==> src/hdl/assert_macros.svh <==
// Assertion macros used by the top-level RTL file of the CRC-32 engine.
`ifndef ASSERT_MACROS_SVH
`define ASSERT_MACROS_SVH

// The antecedent holds in a cycle, so the consequent holds in the same cycle.
`define ASSERT_SAME(label, clk, rst_n, ante, cons, msg) \
    label: assert property (@(posedge clk) disable iff (!rst_n) (ante) |-> (cons)) \
        else $error(msg);

// The antecedent holds in a cycle, so the consequent holds in the next cycle.
`define ASSERT_NEXT(label, clk, rst_n, ante, cons, msg) \
    label: assert property (@(posedge clk) disable iff (!rst_n) (ante) |=> (cons)) \
        else $error(msg);

`endif

==> src/hdl/crc_pkg.sv <==
// Package with the types, constants and step functions of the CRC-32 engine.
`default_nettype none

package crc_pkg;

    localparam logic [31:0] CRC_ONES = 32'hffffffff;
    localparam logic [31:0] CRC_POLY = 32'hedb88320;
    localparam logic [31:0] CRC_INV  = 32'h5b358fd3;
    localparam logic [31:0] CRC_ONE  = 32'h80000000;
    localparam logic [31:0] CRC_X8   = 32'h00800000;

    localparam int MUL_STEPS = 32;
    localparam int MUL_CNT_W = 5;

    typedef enum logic [2:0] {
        CMD_INIT   = 3'd0,
        CMD_UPDATE = 3'd1,
        CMD_UNDO   = 3'd2,
        CMD_LOAD   = 3'd3,
        CMD_APPEND = 3'd4,
        CMD_ADJUST = 3'd5
    } t_cmd;

    typedef struct packed {
        logic        start;
        logic [31:0] a;
        logic [31:0] b;
    } t_mul_req;

    typedef struct packed {
        logic        busy;
        logic        done;
        logic [31:0] p;
    } t_mul_rsp;

    function automatic logic [31:0] crc_shift1(input logic [31:0] c);
        crc_shift1 = c[0] ? ((c >> 1) ^ CRC_POLY) : (c >> 1);
    endfunction

    function automatic logic [31:0] crc_unshift1(input logic [31:0] c);
        crc_unshift1 = c[31] ? (((c ^ CRC_POLY) << 1) | 32'd1) : (c << 1);
    endfunction

endpackage

`default_nettype wire

==> src/hdl/crc32_engine_with_undo_combine_force_top.sv <==
// Top level of the CRC-32 engine with undo, combine and force operations.
`default_nettype none
`include "assert_macros.svh"

// Reflected CRC-32 engine (polynomial 0xEDB88320, init and final XOR all ones)
// that keeps one raw running CRC. Init, update, undo, load and the unused
// command codes compute the new CRC combinationally, and the result appears
// in the output register on the next cycle. Append and adjust run on one
// shared bit-serial polynomial multiplier. Adjust needs one product. Append
// needs one product for every length bit up to the highest set one, one more
// for every set bit, and a final one. The block takes no new transaction while
// such a command is in progress or while the previous result is still held
// and not being taken.
module crc32_engine_with_undo_combine_force_top
    import crc_pkg::*;
#(
    parameter int LENGTH_BITS = 16
) (
    input  wire logic        i_clk,
    input  wire logic        i_rst_n,
    input  wire logic        i_in_valid,
    output logic             o_in_ready,
    input  wire logic [2:0]  i_cmd,
    input  wire logic [7:0]  i_data_byte,
    input  wire logic [31:0] i_value_a,
    input  wire logic [31:0] i_value_b,
    input  wire logic [15:0] i_second_length,
    output logic             o_out_valid,
    input  wire logic        i_out_ready,
    output logic      [31:0] o_result_value
);

    typedef enum logic [2:0] {
        S_IDLE,
        S_APP_CHK,
        S_MULR_WAIT,
        S_SQR_WAIT,
        S_FIN_WAIT,
        S_ADJ_WAIT
    } t_state;

    t_state                 r_state, n_state;
    logic [31:0]            r_crc, n_crc;
    logic                   r_out_valid, n_out_valid;
    logic [31:0]            r_result, n_result;
    logic [LENGTH_BITS-1:0] r_len, n_len;
    logic [31:0]            r_r, n_r;
    logic [31:0]            r_base, n_base;
    logic [31:0]            r_va, n_va;
    logic [31:0]            r_vb, n_vb;
    logic                   r_mul_start, n_mul_start;
    logic [31:0]            r_mul_a, n_mul_a;
    logic [31:0]            r_mul_b, n_mul_b;

    logic        w_in_fire;
    logic        w_long;
    logic [31:0] w_crc_fwd;
    logic [31:0] w_crc_bwd;
    t_mul_req    w_mul_req;
    t_mul_rsp    w_mul_rsp;

    crc_byte u_byte (
        .i_crc       (r_crc),
        .i_data_byte (i_data_byte),
        .o_crc_fwd   (w_crc_fwd),
        .o_crc_bwd   (w_crc_bwd)
    );

    assign w_mul_req.start = r_mul_start;
    assign w_mul_req.a     = r_mul_a;
    assign w_mul_req.b     = r_mul_b;

    crc_gfmul u_gfmul (
        .i_clk   (i_clk),
        .i_rst_n (i_rst_n),
        .i_req   (w_mul_req),
        .o_rsp   (w_mul_rsp)
    );

    assign o_in_ready = (r_state == S_IDLE) && (!r_out_valid || i_out_ready);
    assign w_in_fire  = i_in_valid && o_in_ready;
    assign w_long     = (i_cmd == CMD_APPEND) || (i_cmd == CMD_ADJUST);

    always_comb begin
        n_state     = r_state;
        n_crc       = r_crc;
        n_out_valid = r_out_valid;
        n_result    = r_result;
        n_len       = r_len;
        n_r         = r_r;
        n_base      = r_base;
        n_va        = r_va;
        n_vb        = r_vb;
        n_mul_start = 1'b0;
        n_mul_a     = r_mul_a;
        n_mul_b     = r_mul_b;
        if (r_out_valid && i_out_ready) begin
            n_out_valid = 1'b0;
        end
        case (r_state)
            S_IDLE: begin
                if (w_in_fire) begin
                    n_va = i_value_a;
                    n_vb = i_value_b;
                    case (t_cmd'(i_cmd))
                        CMD_INIT:   n_crc = CRC_ONES;
                        CMD_UPDATE: n_crc = w_crc_fwd;
                        CMD_UNDO:   n_crc = w_crc_bwd;
                        CMD_LOAD:   n_crc = i_value_a ^ CRC_ONES;
                        CMD_APPEND: begin
                            n_len   = LENGTH_BITS'(i_second_length);
                            n_r     = CRC_ONE;
                            n_base  = CRC_X8;
                            n_state = S_APP_CHK;
                        end
                        CMD_ADJUST: begin
                            n_mul_start = 1'b1;
                            n_mul_a     = i_value_b ^ CRC_ONES;
                            n_mul_b     = CRC_INV;
                            n_state     = S_ADJ_WAIT;
                        end
                        default: ;
                    endcase
                    if (!w_long) begin
                        n_out_valid = 1'b1;
                        n_result    = n_crc ^ CRC_ONES;
                    end
                end
            end
            S_APP_CHK: begin
                n_mul_start = 1'b1;
                if (r_len == '0) begin
                    n_mul_a = r_r;
                    n_mul_b = r_va;
                    n_state = S_FIN_WAIT;
                end else if (r_len[0]) begin
                    n_mul_a = r_r;
                    n_mul_b = r_base;
                    n_state = S_MULR_WAIT;
                end else begin
                    n_mul_a = r_base;
                    n_mul_b = r_base;
                    n_state = S_SQR_WAIT;
                end
            end
            S_MULR_WAIT: begin
                if (w_mul_rsp.done) begin
                    n_r         = w_mul_rsp.p;
                    n_mul_start = 1'b1;
                    n_mul_a     = r_base;
                    n_mul_b     = r_base;
                    n_state     = S_SQR_WAIT;
                end
            end
            S_SQR_WAIT: begin
                if (w_mul_rsp.done) begin
                    n_base  = w_mul_rsp.p;
                    n_len   = r_len >> 1;
                    n_state = S_APP_CHK;
                end
            end
            S_FIN_WAIT: begin
                if (w_mul_rsp.done) begin
                    n_result    = w_mul_rsp.p ^ r_vb;
                    n_out_valid = 1'b1;
                    n_state     = S_IDLE;
                end
            end
            S_ADJ_WAIT: begin
                if (w_mul_rsp.done) begin
                    n_result    = w_mul_rsp.p ^ r_va ^ CRC_ONES;
                    n_out_valid = 1'b1;
                    n_state     = S_IDLE;
                end
            end
            default: n_state = S_IDLE;
        endcase
    end

    always_ff @(posedge i_clk) begin
        if (!i_rst_n) begin
            r_state     <= S_IDLE;
            r_crc       <= CRC_ONES;
            r_out_valid <= 1'b0;
            r_mul_start <= 1'b0;
        end else begin
            r_state     <= n_state;
            r_crc       <= n_crc;
            r_out_valid <= n_out_valid;
            r_mul_start <= n_mul_start;
        end
        r_result <= n_result;
        r_len    <= n_len;
        r_r      <= n_r;
        r_base   <= n_base;
        r_va     <= n_va;
        r_vb     <= n_vb;
        r_mul_a  <= n_mul_a;
        r_mul_b  <= n_mul_b;
    end

    assign o_out_valid    = r_out_valid;
    assign o_result_value = r_result;

    `ASSERT_SAME(a_ready_mul_idle, i_clk, i_rst_n, o_in_ready, !w_mul_rsp.busy, "ready while the multiplier is busy")
    `ASSERT_SAME(a_done_not_idle, i_clk, i_rst_n, w_mul_rsp.done, r_state != S_IDLE, "product arrived while idle")
    `ASSERT_NEXT(a_long_blocks, i_clk, i_rst_n, w_in_fire && w_long, !o_out_valid && !o_in_ready, "long command did not block")
    `ASSERT_NEXT(a_init_zero, i_clk, i_rst_n, w_in_fire && (i_cmd == CMD_INIT), o_out_valid && (o_result_value == 32'd0), "init result is not zero")

endmodule

`default_nettype wire

==> src/hdl/crc_byte.sv <==
// Forward and reverse folding of one message byte into the raw CRC.
`default_nettype none

module crc_byte
    import crc_pkg::*;
(
    input  wire logic [31:0] i_crc,
    input  wire logic [7:0]  i_data_byte,
    output logic      [31:0] o_crc_fwd,
    output logic      [31:0] o_crc_bwd
);

    always_comb begin
        logic [31:0] v_fwd;
        logic [31:0] v_bwd;
        v_fwd = i_crc ^ {24'd0, i_data_byte};
        v_bwd = i_crc;
        for (int k = 0; k < 8; k++) begin
            v_fwd = crc_shift1(v_fwd);
            v_bwd = crc_unshift1(v_bwd);
        end
        o_crc_fwd = v_fwd;
        o_crc_bwd = v_bwd ^ {24'd0, i_data_byte};
    end

endmodule

`default_nettype wire

==> src/hdl/crc_gfmul.sv <==
// Bit-serial multiplier of two residues modulo the CRC-32 polynomial.
`default_nettype none

module crc_gfmul
    import crc_pkg::*;
(
    input  wire logic     i_clk,
    input  wire logic     i_rst_n,
    input  wire t_mul_req i_req,
    output t_mul_rsp      o_rsp
);

    logic                 r_busy, n_busy;
    logic                 r_done, n_done;
    logic [MUL_CNT_W-1:0] r_cnt, n_cnt;
    logic [31:0]          r_a, n_a;
    logic [31:0]          r_b, n_b;
    logic [31:0]          r_p, n_p;

    always_comb begin
        n_busy = r_busy;
        n_done = 1'b0;
        n_cnt  = r_cnt;
        n_a    = r_a;
        n_b    = r_b;
        n_p    = r_p;
        if (i_req.start) begin
            n_a    = i_req.a;
            n_b    = i_req.b;
            n_p    = '0;
            n_cnt  = '0;
            n_busy = 1'b1;
        end else if (r_busy) begin
            if (r_a[31]) begin
                n_p = r_p ^ r_b;
            end
            n_b   = crc_shift1(r_b);
            n_a   = r_a << 1;
            n_cnt = r_cnt + 1'b1;
            if (r_cnt == MUL_CNT_W'(MUL_STEPS - 1)) begin
                n_busy = 1'b0;
                n_done = 1'b1;
            end
        end
    end

    always_ff @(posedge i_clk) begin
        if (!i_rst_n) begin
            r_busy <= 1'b0;
            r_done <= 1'b0;
            r_cnt  <= '0;
        end else begin
            r_busy <= n_busy;
            r_done <= n_done;
            r_cnt  <= n_cnt;
        end
        r_a <= n_a;
        r_b <= n_b;
        r_p <= n_p;
    end

    assign o_rsp.busy = r_busy;
    assign o_rsp.done = r_done;
    assign o_rsp.p    = r_p;

endmodule

`default_nettype wire
==> config.mk <==
export PLATFORM = sky130hd
export DESIGN_NAME = crc32_engine_with_undo_combine_force_top
export DESIGN_NICKNAME = d
export VERILOG_FILES = /design/src/hdl/crc_pkg.sv /design/src/hdl/crc32_engine_with_undo_combine_force_top.sv /design/src/hdl/crc_byte.sv /design/src/hdl/crc_gfmul.sv
export VERILOG_INCLUDE_DIRS = /design/src /design/src/hdl
export SDC_FILE = /design/constraint.sdc
export NUM_CORES = 1
export LEC_CHECK = 0
export BUFFER_PORTS_ARGS = -buffer_cell sky130_fd_sc_hd__buf_2
export CAP_MARGIN = 40
export CORE_MARGIN = 2
export CORE_UTILIZATION = 55
export DETAILED_ROUTE_END_ITERATION = 6
export PLACE_DENSITY = 0.8
export SYNTH_ARGS = -nofsm -noshare
export SYNTH_HDL_FRONTEND = slang
export SYNTH_SLANG_ARGS = --single-unit
==> constraint.sdc <==
create_clock -name i_clk -period 4.85 [get_ports i_clk]
set_input_delay 0.97 -clock i_clk [delete_from_list [all_inputs] [get_ports i_clk]]
set_output_delay 0.97 -clock i_clk [all_outputs]
set_load 0.02 [all_outputs]
; After elaboration in Yosys (flattened, before gate mapping)
; Index checks and enable logic that the tools add are counted.
[totals]
inputBits = 95
ff_bits = 380
output_inout_bits = 34
word_cells = 163
[op_classes]
mux = 71
n_addsub = 1
bitwise_logic = 28
eq_ne = 21
reduce_logical = 24
[ops]
columns = op, count
row1 = 2-to-1 mux 32 bit, 40
row2 = case mux 32 bit (3 select lines), 3
row3 = inverter 32 bit, 4
row4 = case mux 32 bit (2 select lines), 2
row5 = case mux 32 bit (4 select lines), 1
row6 = inverter 13 -> 14 bit, 9
row7 = inverter 13 bit, 8
row8 = XOR 32 bit, 3
row9 = XOR 32 x 8 -> 32 bit, 2
row10 = 2-to-1 mux 16 bit, 3
row11 = case mux 16 bit (2 select lines), 1
row12 = logical NOT 16 bit, 1
row13 = 2-to-1 mux 3 bit, 5
row14 = case mux 3 bit (5 select lines), 1
row15 = != test 2 x 1 -> 1 bit (second input constant), 7
row16 = == test 3 x 2 -> 1 bit (second input constant), 4
row17 = == test 3 bit (second input constant), 4
row18 = 2-to-1 mux 1 bit, 12
row19 = AND reduction 4 bit, 3
row20 = AND reduction 5 bit, 2
row21 = == test 3 x 1 -> 1 bit (second input constant), 2
row22 = logical NOT 3 bit, 2
row23 = case mux 3 bit (2 select lines), 1
row24 = nonzero test 2 bit, 3
row25 = other kinds (14), 22

; Depth between registers and ports, before layout
; Gate-level depths: netlist of run 1.
[logic_depth]
ltp_word = 24
depth_mapped = 8
depth_no_buf = 6

; Modules after synthesis
; From an unflattened synthesis of run 1, not the netlist that was laid out.
[hier_totals]
cells_unflattened = 1533
area_unflattened_um2 = 18636.6
[modules_own_cells]
columns = mod, area_each_um2, cells_per_inst, instances
row1 = crc32_engine_with_undo_combine_force_top, 12401.9, 1010, 1
row2 = crc_gfmul, 4674.5, 371, 1
row3 = crc_byte, 1560.2, 152, 1

; Worst setup path after synthesis of run 1
; Ideal clock, no wire load.
[synth_path]
path_kind = input to register
start = input i_cmd[2]
end = register r_mul_a[0] (enable)
cell_stages = 6
slack_ns = -0.158
arrival_ns = 4.522
setup_time_ns = 0.486
path_buffers = 2
cell_sequence = clkbuf_1 > clkbuf_1 > nand4_1 > a21oi_1 > a31oi_1 > nor2_1
[synth_between]
elab_chain_cells = 3
[synth_rtl]
columns = element, line_no
row1 = from (decl), crc32_engine_with_undo_combine_force_top.sv:23  ; input wire logic [2:0] i_cmd,
row2 = == test 3 bit, crc32_engine_with_undo_combine_force_top.sv:105  ; case (t_cmd'(i_cmd))
row3 = != test 2 x 1 -> 1 bit (no line), -
row4 = AND reduction 4 bit (no line), -
row5 = to (signal assigned), crc32_engine_with_undo_combine_force_top.sv:198  ; r_mul_a <= n_mul_a;
row6 = to (decl), crc32_engine_with_undo_combine_force_top.sv:52  ; logic [31:0] r_mul_a, n_mul_a;
; Every way passes these cells.
; A chain may end at the register's enable or synchronous reset.

; Worst setup path in the final report of run 1
[layout_path]
start = register r_crc[27]
end = register r_result[16], in the netlist o_result_value[16], data pin
[layout_between]
elab_chain_cells = 20
word_cells_on_any_way = 21
[layout_rtl]
columns = element, line_no
row1 = from (decl), crc32_engine_with_undo_combine_force_top.sv:43  ; logic [31:0] r_crc, n_crc;
row2 = from (signal assigned), crc32_engine_with_undo_combine_force_top.sv:188  ; r_crc <= n_crc;
row3 = inverter 13 bit (no line), -
row4 = 2-to-1 mux 32 bit * (2 in a row), crc_pkg.sv:41  ; crc_unshift1 = c[31] ? (((c ^ CRC_POLY) << 1) | 32'd1) : (c << 1);
row5 = inverter 13 bit (no line), -
row6 = 2-to-1 mux 32 bit *, crc_pkg.sv:41
row7 = inverter 13 bit (no line), -
row8 = 2-to-1 mux 32 bit * (3 in a row), crc_pkg.sv:41
row9 = inverter 13 bit (no line) or 2-to-1 mux 32 bit (tied branches), -
row10 = 2-to-1 mux 32 bit * (2 in a row), crc_pkg.sv:41
row11 = XOR 32 x 8 -> 32 bit *, crc_byte.sv:23  ; o_crc_bwd = v_bwd ^ {24'd0, i_data_byte};
row12 = case mux 32 bit (4 select lines) *, crc32_engine_with_undo_combine_force_top.sv:105
row13 = 2-to-1 mux 32 bit *, crc32_engine_with_undo_combine_force_top.sv:102  ; if (w_in_fire) begin
row14 = 2-to-1 mux 32 bit *, crc32_engine_with_undo_combine_force_top.sv:100  ; case (r_state)
row15 = inverter 32 bit (no line) *, -
row16 = 2-to-1 mux 32 bit *, crc32_engine_with_undo_combine_force_top.sv:124  ; if (!w_long) begin
row17 = 2-to-1 mux 32 bit *, crc32_engine_with_undo_combine_force_top.sv:102
row18 = case mux 32 bit (3 select lines) *, crc32_engine_with_undo_combine_force_top.sv:100
row19 = via n_result[16], crc32_engine_with_undo_combine_force_top.sv:45  ; logic [31:0] r_result, n_result;
row20 = to (signal assigned), crc32_engine_with_undo_combine_force_top.sv:192  ; r_result <= n_result;
row21 = to (decl), crc32_engine_with_undo_combine_force_top.sv:45
; The timed path passes the listed nets; every way through them passes the cells marked *. The select of a mux whose other input is x is not followed.

==> results of run 1 <==
[cell type report]
| type | count | area, sq um | share of cell area |
|---|---|---|---|
| Sequential cell | 380 | 10700 | 0.520 |
| Antenna cell | 1 | 2.50 | 0.000122 |
| Clock buffer | 54 | 1100 | 0.0539 |
| Timing Repair Buffer | 162 | 968 | 0.0473 |
| Multi-Input combinational cell | 945 | 6920 | 0.338 |
| Tap cell | 442 | 553 | 0.0270 |
| Clock inverter | 19 | 244 | 0.0119 |
| Inverter | 12 | 45.0 | 0.00220 |
[registers in the layout, indices dropped and copies added (netlist names), named ones only]
register        cells
o_result_value     32
r_base             32
r_mul_a            32
r_mul_b            32
r_r                32
r_va               32
r_vb               32
u_gfmul.r_a        32
u_gfmul.r_b        32
u_gfmul.r_p        32
r_crc              31
r_len              16
u_gfmul.r_cnt       5
r_state             3
o_out_valid         1
r_mul_start         1
u_gfmul.r_busy      1
u_gfmul.r_done      1
[worst register-to-register path: cells and delay by family, from the launching register on]
family	cells	cell delay (ns)
XOR/XNOR	3	1.35
AO/OA/AOI/OAI	3	0.53
flip-flops	1	0.80
[cells by family after synthesis]
family	after synthesis
DFF	380
and+or+nand+nor	349
AOI/OAI and AO/OA	299
xor gates and xnor gates	217
buffers and inverters	112
muxes	78
adders and majority gates	2
[worst max-delay path by stage]
| stage | from | to | cells past startpoint |
|---|---|---|---|
| final | r_crc[27] | o_result_value[16] | 6 |
| after global routing | r_state[2] | r_va[5] | 4 |
| after detailed placement | i_data_byte[0] | o_result_value[23] | 7 |
| after floorplan | i_cmd[2] | r_r[0] | 6 |
| after CTS | r_state[2] | o_in_ready | 3 |
| after global placement | i_data_byte[0] | o_result_value[23] | 7 |
[per-layer routing]
layer / share of wire / routed length (microns)
met1: 0.39 / 20200
met2: 0.46 / 23700
met3: 0.11 / 5630
met4: 0.039 / 1990
met5: 0.00045 / 23
[synth_stat cells, types with 5 or more instances]
master	instances	area (sq um)
o21ai_0	94	470
buf_1	9	33.8
mux2_2	67	754
a22oi_1	11	82.6
clkbuf_1	80	300
xnor3_1	17	383
nor3_1	14	70.1
dfxtp_1	76	1520
nand2b_1	7	43.8
nor4_1	5	31.3
o211ai_1	25	188
a21oi_1	50	250
inv_1	10	37.5
a22o_1	9	78.8
nor2_1	115	432
edfxtp_1	304	9130
xor2_1	58	508
nand2_1	116	435
nor2b_1	5	31.3
a31oi_1	8	50.1
mux2i_1	11	110
xor3_1	5	119
xnor2_1	123	1080
and2_1	65	407
xnor2_2	7	114
a221o_1	53	531
buf_2	8	40.0
nand3_1	7	35.0
o22ai_1	11	68.8
or3_1	5	31.3
a211oi_1	6	45.0
[power breakdown]
group          switching, mW  internal (mW)  leakage (nW)  total [mW]
Combinational           1.55           1.09          3.40        2.63
Sequential             0.442           4.08          3.45        4.52
Clock                   1.26           1.87         0.653        3.14
[per-stage QoR]
stage | hold slack (ns) | util | instance area, sq um | worst slack, ns | power [mW]
3_5_place_dp | 0.501 | 0.591 | 19100 | 1.50 | 7.13
6_report | 0.506 | 0.633 | 20500 | 1.89 | 10.3
2_1_floorplan | 0.467 | - | 18000 | 0.439 | 6.16
4_1_cts | 0.513 | 0.633 | 20500 | 1.96 | 10.3
5_1_grt | 0.538 | 0.633 | 20500 | 1.76 | 10.6
3_3_place_gp | 0.480 | 0.588 | 19000 | 1.55 | 7.06
[layout by cell type (no fill, tap or decap), types with 6 or more instances in the layout]
cell and count:
a31oi_1 8, a221o_1 53, nand2b_1 7, o211ai_1 25
inv_1 9, a22o_1 9, nand3_1 7, clkbuf_1 9
buf_2 128, dfxtp_1 75, nand2_1 116, clkbuf_16 40
buf_4 29, nor3_1 11, nor2_1 110, and2_1 65
xnor2_1 123, xnor3_1 17, a211oi_1 6, mux2_2 67
o22ai_1 11, mux2i_1 11, a22oi_1 11, xnor2_2 7
o21ai_0 94, xor2_1 58, a21oi_1 48, edfxtp_1 304
clkinv_2 6
==> results.md, run 1 <==
- Hold Path Depth: 2
- RR Startpoint: r_crc[27]
- Initial antenna violation count: 2
- Pwr Density: between 500 and 600 nW/um^2
- IO Count: around 130
- Die X: ~180 microns
- Post-Synth Simple-Gate Area: 0.0879
- Non-Filler Instances: a little over 2000
- R2R Setup Slk: approximately 1.9 ns
- Maximum clock rate: roughly 340 MHz
- CP most frequent cell: a21oi_1
- Hold_sp: u_gfmul.r_cnt[3]
- Post-Syn Nets: roughly 1500
- Async SR Flop Fraction: 0
- M3 GR Usage: 0.0666
- CTS tree: done
- Initial drt markers: roughly 1600
- Status: completed
- Pins Over Slew Limit: 0
- Area Growth Syn to Fin: 14.1%
- Cells after Synth: 1437
- Sequential area share after synthesis: 0.593
- CP top delay family: XOR/XNOR gates
- Via Count: roughly 12000
- Least-Margin Pin Slew: just over 0.9 ns
- Fin nets: 1638
- Unrepaired setup endpoints after global routing: false
- Die Area: 34100 sq um
- Worst Skew: about 0.024 ns
- WL final: about 52000 microns
- Post-Syn Area: around 18000 sq um
- CTS Hold Bufs: 0
- Relative slew margins: 0.381
- Die Span Y: 185 microns
- Average size of a mapped cell: between 10 and 15 sq um
- Hpwl dp: ~36000 microns
- Hold Path End: u_gfmul.r_cnt[3]
- Total CTS buffers: 40
- Worst-path cell chain: xor2_2 > xnor3_1 > xor2_1 > a21oi_1 > a221oi_1 > a21oi_1
- TNS Setup: 0 ns
- Final global-route overflow total: 0
- CTS Buffer Depth: 3
- Synth Area in Compound Gates: 0.113
- First-pass DRT Iterations: 6
- Worst path buffer plus inverter count: 0
- Setup-failing EPs final: 0
- Max Cap Viol: 0
- DRC: 0
- Routed WL per cell: between 20 and 30 microns
- CP Capture Type: register
- Post-CTS sizing: 0
- Worst-Skew Late Latency: around 0.53 ns
- Gr busiest metal: met2
- EDFF count, synth: ~300
- XOR/XNOR share of the synthesized area: 0.132
- GR Layer Usage met2: 0.477
- Gpl congestion: between 0.9 and 1
- Port Buf Inserts: ~130
- Hold Vio Cnt, Final: 0
- Largest net degree at the start of global routing: just over 80
- Starting Density: 0.555
- Core Area: about 32000 sq um
- CP Launch Type: register
- Worst hold path class: reg -> reg
- Largest family of logic cells by synthesized area: XOR/XNOR gates
- Syn. warnings: 0
- Final ANT Viol Nets: 0
- First-pass GRT wire length: between 70000 and 80000 microns
- Met1 usage: 0.424
- CP required: 5.09 ns
- Vias per inst: roughly 6.2
- Final Cycle Share: 0.610
- Total GRT Usage: 0.307
- Pleak: ~7.5 nW
- Number of global-route vias before repair: about 12000
- Post-CTS Setup Inserts: 0
- Cell Count Post-Placement: 1941
- #FFs+latches synth: 380
- Capturing point of the worst reg2reg path: o_result_value[16]
- Clk sinks: 380
- Crit Path Category: reg -> reg
- Layout fillers: about 2500
- Proportion of synthesized area in mux cells: 0.0482
- Clock root cell: clkbuf_16
- Crit-path slowest cell: dfxtp_1
- Row Count: 66
- Peak VDD IR: between 200 and 300 uV
- Crit-path max cell delay: around 0.80 ns
- CP max FO: 9
- Post-Synth Adder-Cell Area: 0.00139
- Final min period: 2.96 ns
- Share of cells above drive strength 1: 0.208
- Crit path DAT: approximately 3.2 ns
- Ys flop type: edfxtp_1
- H-Tree Depth: 2
- R2R depth: 6
- Clock slew at reported path FFs: about 0.07 ns
- Synth unique cells: between 50 and 60
(Power assumes the default switching activity.)
==> run 2, diff against run 1 <==
clock period = 2.37 ns   (was 4.85 ns; I/O delays follow)
==> results.md, run 2 (synthesis results as in run 1) <==
- IO Count: roughly 130
- Clock root cell: clkbuf_16
- First-pass DRT Iterations: 7
- Largest net degree at the start of global routing: 71
- Commonest non-fill, non-tap cells in the layout: 304 x edfxtp_1, 128 x buf_2, 127 x buf_4, 118 x xnor2_1, 116 x nand2_1
- CTS Buffer Depth: 3
- Pins Over Slew Limit: 0
- Worst-Skew Late Latency: ~0.53 ns
- Clk sinks: 380
- Worst-path cell chain: nor4_2 > nand4_1 > nor2b_2 > nand2_1 > a21oi_2 > buf_12 > a221o_1
- Finished Core Util: 0.669
- Clock slew at reported path FFs: 0.06 ns
- CP top delay family: simple AND/OR/NAND/NOR gates
- Area Growth Syn to Fin: 20.6%
- Crit path DAT: about 2.6 ns
- CP Capture Type: register
- Total GRT Usage: 0.307
- Hpwl dp: 37600 microns
- Relative slew margins: 0.433
- Worst hold path class: in -> reg
- Die Span Y: 185 microns
- Failing checks: DRC
- Peak VDD IR: 606 uV
- Max Cap Viol: 0
- Row Count: 66
- Hold Vio Cnt, Final: 0
- Crit Path Category: reg -> reg
- Routed WL per cell: about 24 microns
- N_diodes: 0
- Die Area: about 34000 sq um
- DP Area: 20200 sq um
- Crit. Startpoint: r_len[11]
- CTS Hold Bufs: 0
- Final min period: about 2.3 ns
- Sw Ratio: 0.316
- Setup-failing EPs final: 0
- Status: complete, but fails checks
- CP Launch Type: register
- Final Cycle Share: 0.971
- Worst Skew: around 0.022 ns
- TNS Setup: 0 ns
- Share of cells above drive strength 1: 0.272
- Initial drt markers: 1535
- Area occupied by multi-input gates: around 7000 sq um
- NetSw: between 6 and 7 mW
- Number of global-route vias before repair: between 10000 and 15000
- Total CTS buffers: slightly above 40
- Seq pwr share: 0.427
- Gpl congestion: approximately 1
- Final instance area: around 22000 sq um
- Unrepaired setup endpoints after global routing: true
- Core Area: approximately 32000 sq um
- Final ANT Viol Nets: 0
- RR Startpoint: r_len[11]
- Logic gate share of total power: 0.287
- Initial antenna violation count: 0
- CTS tree: done
- Via Count: about 13000
- Starting Density: 0.555
- DRC: 4
- Die X: 185 microns
- H-Tree Depth: 2
- Final global-route overflow total: 0
- Register area: roughly 11000 sq um
- CP max FO: 32
- Hold WS: 0.134 ns
- WL final: between 50000 and 60000 microns
- Hold_sp: i_value_b[27]
- Vias per inst: around 5.9
- Worst path buffer plus inverter count: 1
- Port Buf Inserts: 128
- Clock power frac: 0.286
- Pwr Density: between 1000 and 1500 nW/um^2
- Pleak: roughly 8 nW
- Maximum clock rate: approximately 430 MHz
- Power Internal: 14.8 mW
- Crit-path slowest cell: edfxtp_1
- Commonest non-fill, non-tap cell in the layout: edfxtp_1
- Crit-path max cell delay: 0.42 ns
- First-pass GRT wire length: slightly below 80000 microns
- CP required: 2.62 ns
- Least-Margin Pin Slew: around 0.85 ns
- Fin nets: approximately 1800
- Layout fillers: ~2400
-- run 2: changes by cell type in the layout (fill, tap and decap cells not counted), moves of 4 or more --
cell | previous run | this run
clkinv_1 | 2 | 6
xnor2_4 | 0 | 4
buf_4 | 29 | 127
xnor2_1 | 123 | 118
buf_12 | 2 | 21
-- run 2: what timing repair did --
item | CTS | global route
resized for setup | 4 | 15
endpoints found under the setup margin | 6 | 35
setup buffers | 0 | 1
endpoints found under the hold margin | 0 | 0
pin swaps | 0 | 2
-- run 2: through the flow --
step | total power, mW | instances | setup WS, ns
5_1_grt | 22.4 | 2130 | -0.0244
3_5_place_dp | 15.4 | 2054 | -0.163
3_3_place_gp | 15.2 | 2054 | -0.167
4_1_cts | 21.6 | 2129 | 0.0142
2_1_floorplan | 12.6 | 1437 | -0.219
6_report | 21.7 | 2130 | 0.0697
-- run 2: area by class of cell --
cell class,count,area share
clock buffers,52,0.0511
flip-flops and latches,380,0.492
multi-input cells,945,0.327
repair buffers,276,0.0930
well taps,442,0.0255
inverters,12,0.00225
clock inverters,23,0.00919
-- run 2: path summary, 6_finish.rpt --
| kind | end | slack [ns] | cells after the start |
|---|---|---|---|
| setup reg to reg | r_mul_a[13] | 0.07 | 7 |
| hold / removal | r_vb[27] | 0.13 | 1 |
| setup / recovery | r_mul_a[13] | 0.07 | 7 |
| hold reg to reg | r_crc[11] | 0.50 | 2 |
-- run 2: layer usage --
metal | vias to the layer above | part of all wire | global-route usage
met5 | - | 0 | 0
met4 | 0 | 0.039 | 0.114
met3 | 108 | 0.086 | 0.0466
met2 | 675 | 0.46 | 0.483
met1 | 6192 | 0.41 | 0.435
li1 | 5678 | - | -
-- run 2: power by group through the flow --
stage | Combinational (mW) | Clock (mW) | Sequential (mW)
global route | 6.58 | 6.54 | 9.32
floorplan | 3.50 | 0 | 9.14
CTS | 6.11 | 6.27 | 9.22
detailed placement | 6.03 | 0 | 9.33
finish | 6.21 | 6.20 | 9.26
global placement | 5.96 | 0 | 9.29
==> run 3, diff against run 2 <==
==> constraint.sdc (replaced) <==
create_clock -name i_clk -period 2.37 [get_ports i_clk]
set_input_delay 0.237 -clock i_clk [delete_from_list [all_inputs] [get_ports i_clk]]
set_output_delay 0.237 -clock i_clk [all_outputs]
set_load 0.02 [all_outputs]
==> results.md, run 3 (synthesis results as in run 1) <==
- Hold WS: slightly above 0.009 ns
- Die X: about 180 microns
- Initial drt markers: between 1500 and 2000
- Worst Skew: approximately 0.017 ns
- Port Buf Inserts: 128
- Clk sinks: 380
- Unrepaired setup endpoints after global routing: false
- Initial antenna violation count: 3
- CP required: ~2.6 ns
- Final setup margin: ~0.0084 ns
- Peak VDD IR: slightly above 600 uV
- CTS tree: done
- Via Count: ~13000
- Total CTS buffers: 39
- H-Tree Depth: 2
- CP max FO: 8
- Worst hold path class: in -> reg
- Die Area: 34100 sq um
- Core Area: approximately 32000 sq um
- Starting Density: 0.555
- CTS Buffer Depth: 3
- WL final: 54300 microns
- Status: completed
- Commonest non-fill, non-tap cell in the layout: edfxtp_1
- Pleak: ~8.3 nW
- Die Span Y: 185 microns
- Final global-route overflow total: 0
- Clock slew at reported path FFs: about 0.07 ns
- First-pass GRT wire length: between 70000 and 80000 microns
- Share of cells above drive strength 1: 0.248
- Crit path DAT: between 2 and 3 ns
- R2R Setup Slk: 0.008 ns
- Hold Path Depth: 2
- TNS Setup: 0 ns
- Hold Vio Cnt, Final: 0
- Number of global-route vias before repair: ~13000
- Final ANT Viol Nets: 0
- Largest net degree at the start of global routing: 66
- Relative slew margins: 0.559
- DRC: 0
- Gr busiest metal: met2
- Crit Path Category: reg -> reg
- Hold_sp: i_second_length[8]
- Vias per inst: ~6.1
- Area Growth Syn to Fin: 24.0%
- Routed WL per cell: approximately 25 microns
- Final min period: ~2.4 ns
- IO Count: 129
- Clock root cell: clkbuf_16
- Layout fillers: about 2200
- CP Launch Type: register
- Setup-failing EPs final: 0
- Least-Margin Pin Slew: approximately 0.66 ns
- Capturing point of the worst reg2reg path: o_result_value[15]
- Max Cap Viol: 0
- Post-CTS Setup Inserts: 0
- Finished Core Util: 0.688
- CP Capture Type: register
- Pwr Density: 999 nW/um^2
- Gpl congestion: roughly 1.0
- GR Layer Usage met2: 0.504
- M3 GR Usage: 0.0526
- Met1 usage: 0.429
- Dpl ws: a little over 0.02 ns
- Worst-Skew Late Latency: ~0.54 ns
- Row Count: 66
- Pins Over Slew Limit: 0
- First-pass DRT Iterations: 5
- Hold Path End: r_len[8]
- RR Startpoint: r_crc[29]
- Hpwl dp: roughly 37000 microns
- Maximum clock rate: 423 MHz
- R2R depth: 7
- Tot Pwr: between 20 and 25 mW
- Fin nets: between 1500 and 2000
- Final Cycle Share: 0.996
- Total GRT Usage: 0.317
- Commonest non-fill, non-tap cells in the layout: 304 x edfxtp_1, 128 x buf_2, 121 x xnor2_1, 116 x nand2_1
==> run 3: metal layers <==
| layer | share of wire | vias to the layer above |
|---|---|---|
| li1 | - | 5777 |
| met1 | 0.38 | 6426 |
| met2 | 0.47 | 921 |
| met3 | 0.099 | 178 |
| met4 | 0.048 | 4 |
| met5 | 0.00055 | - |
==> run 3: cell type report <==
cell class              count  area (sq um)  area share
clock inverters            23           387      0.0174
repair buffers            326          2540       0.114
clock buffers              49          1040      0.0469
multi-input cells         945          7030       0.316
inverters                  12          48.8     0.00219
well taps                 442           553      0.0248
diodes                      4          10.0    0.000449
flip-flops and latches    380         10700       0.479
==> run 3: stage by stage <==
step                cell area, sq um  cells
floorplan                      18000   1437
global placement               20000   2034
detailed placement             20000   2035
CTS                            22200   2177
global route                   22300   2178
finish                         22300   2181
==> run 3: how the worst max path moves through the flow <==
| stage | slack, ns | start | end |
|---|---|---|---|
| after detailed placement | 0.02 | r_crc[26] | o_result_value[17] |
| after global placement | 0.004 | r_crc[27] | o_result_value[6] |
| after global routing | 0.003 | r_crc[30] | o_result_value[17] |
| final | 0.008 | r_crc[29] | o_result_value[15] |
| after floorplan | -0.002 | r_state[1] | r_mul_a[0] |
| after CTS | 0.007 | r_crc[26] | o_result_value[17] |
==> run 3: report_power, final <==
part           total [mW]  switching, mW  internal (mW)  leakage (nW)
clock                6.85           2.61           4.24         0.689
combinational        6.12           3.37           2.75          4.20
sequential           9.27          0.923           8.34          3.45
total                22.2           6.90           15.3          8.34
==> run 3: worst max-delay path: stages, from the launching register on <==
cell and delay, ns:
dfxtp_1 0.38, buf_4 0.22, xnor2_1 0.53, xnor2_1 0.18, o21ai_0 0.09, a22o_1 0.26
o211ai_1 0.15, o21ai_0 0.23
==> run 3: repair_timing <==
action,CTS,global route
endpoints found under the setup margin,1,71
hold buffers,70,0
pin swaps,0,5
resized for setup,1,18
hold endpoints to repair,70,0
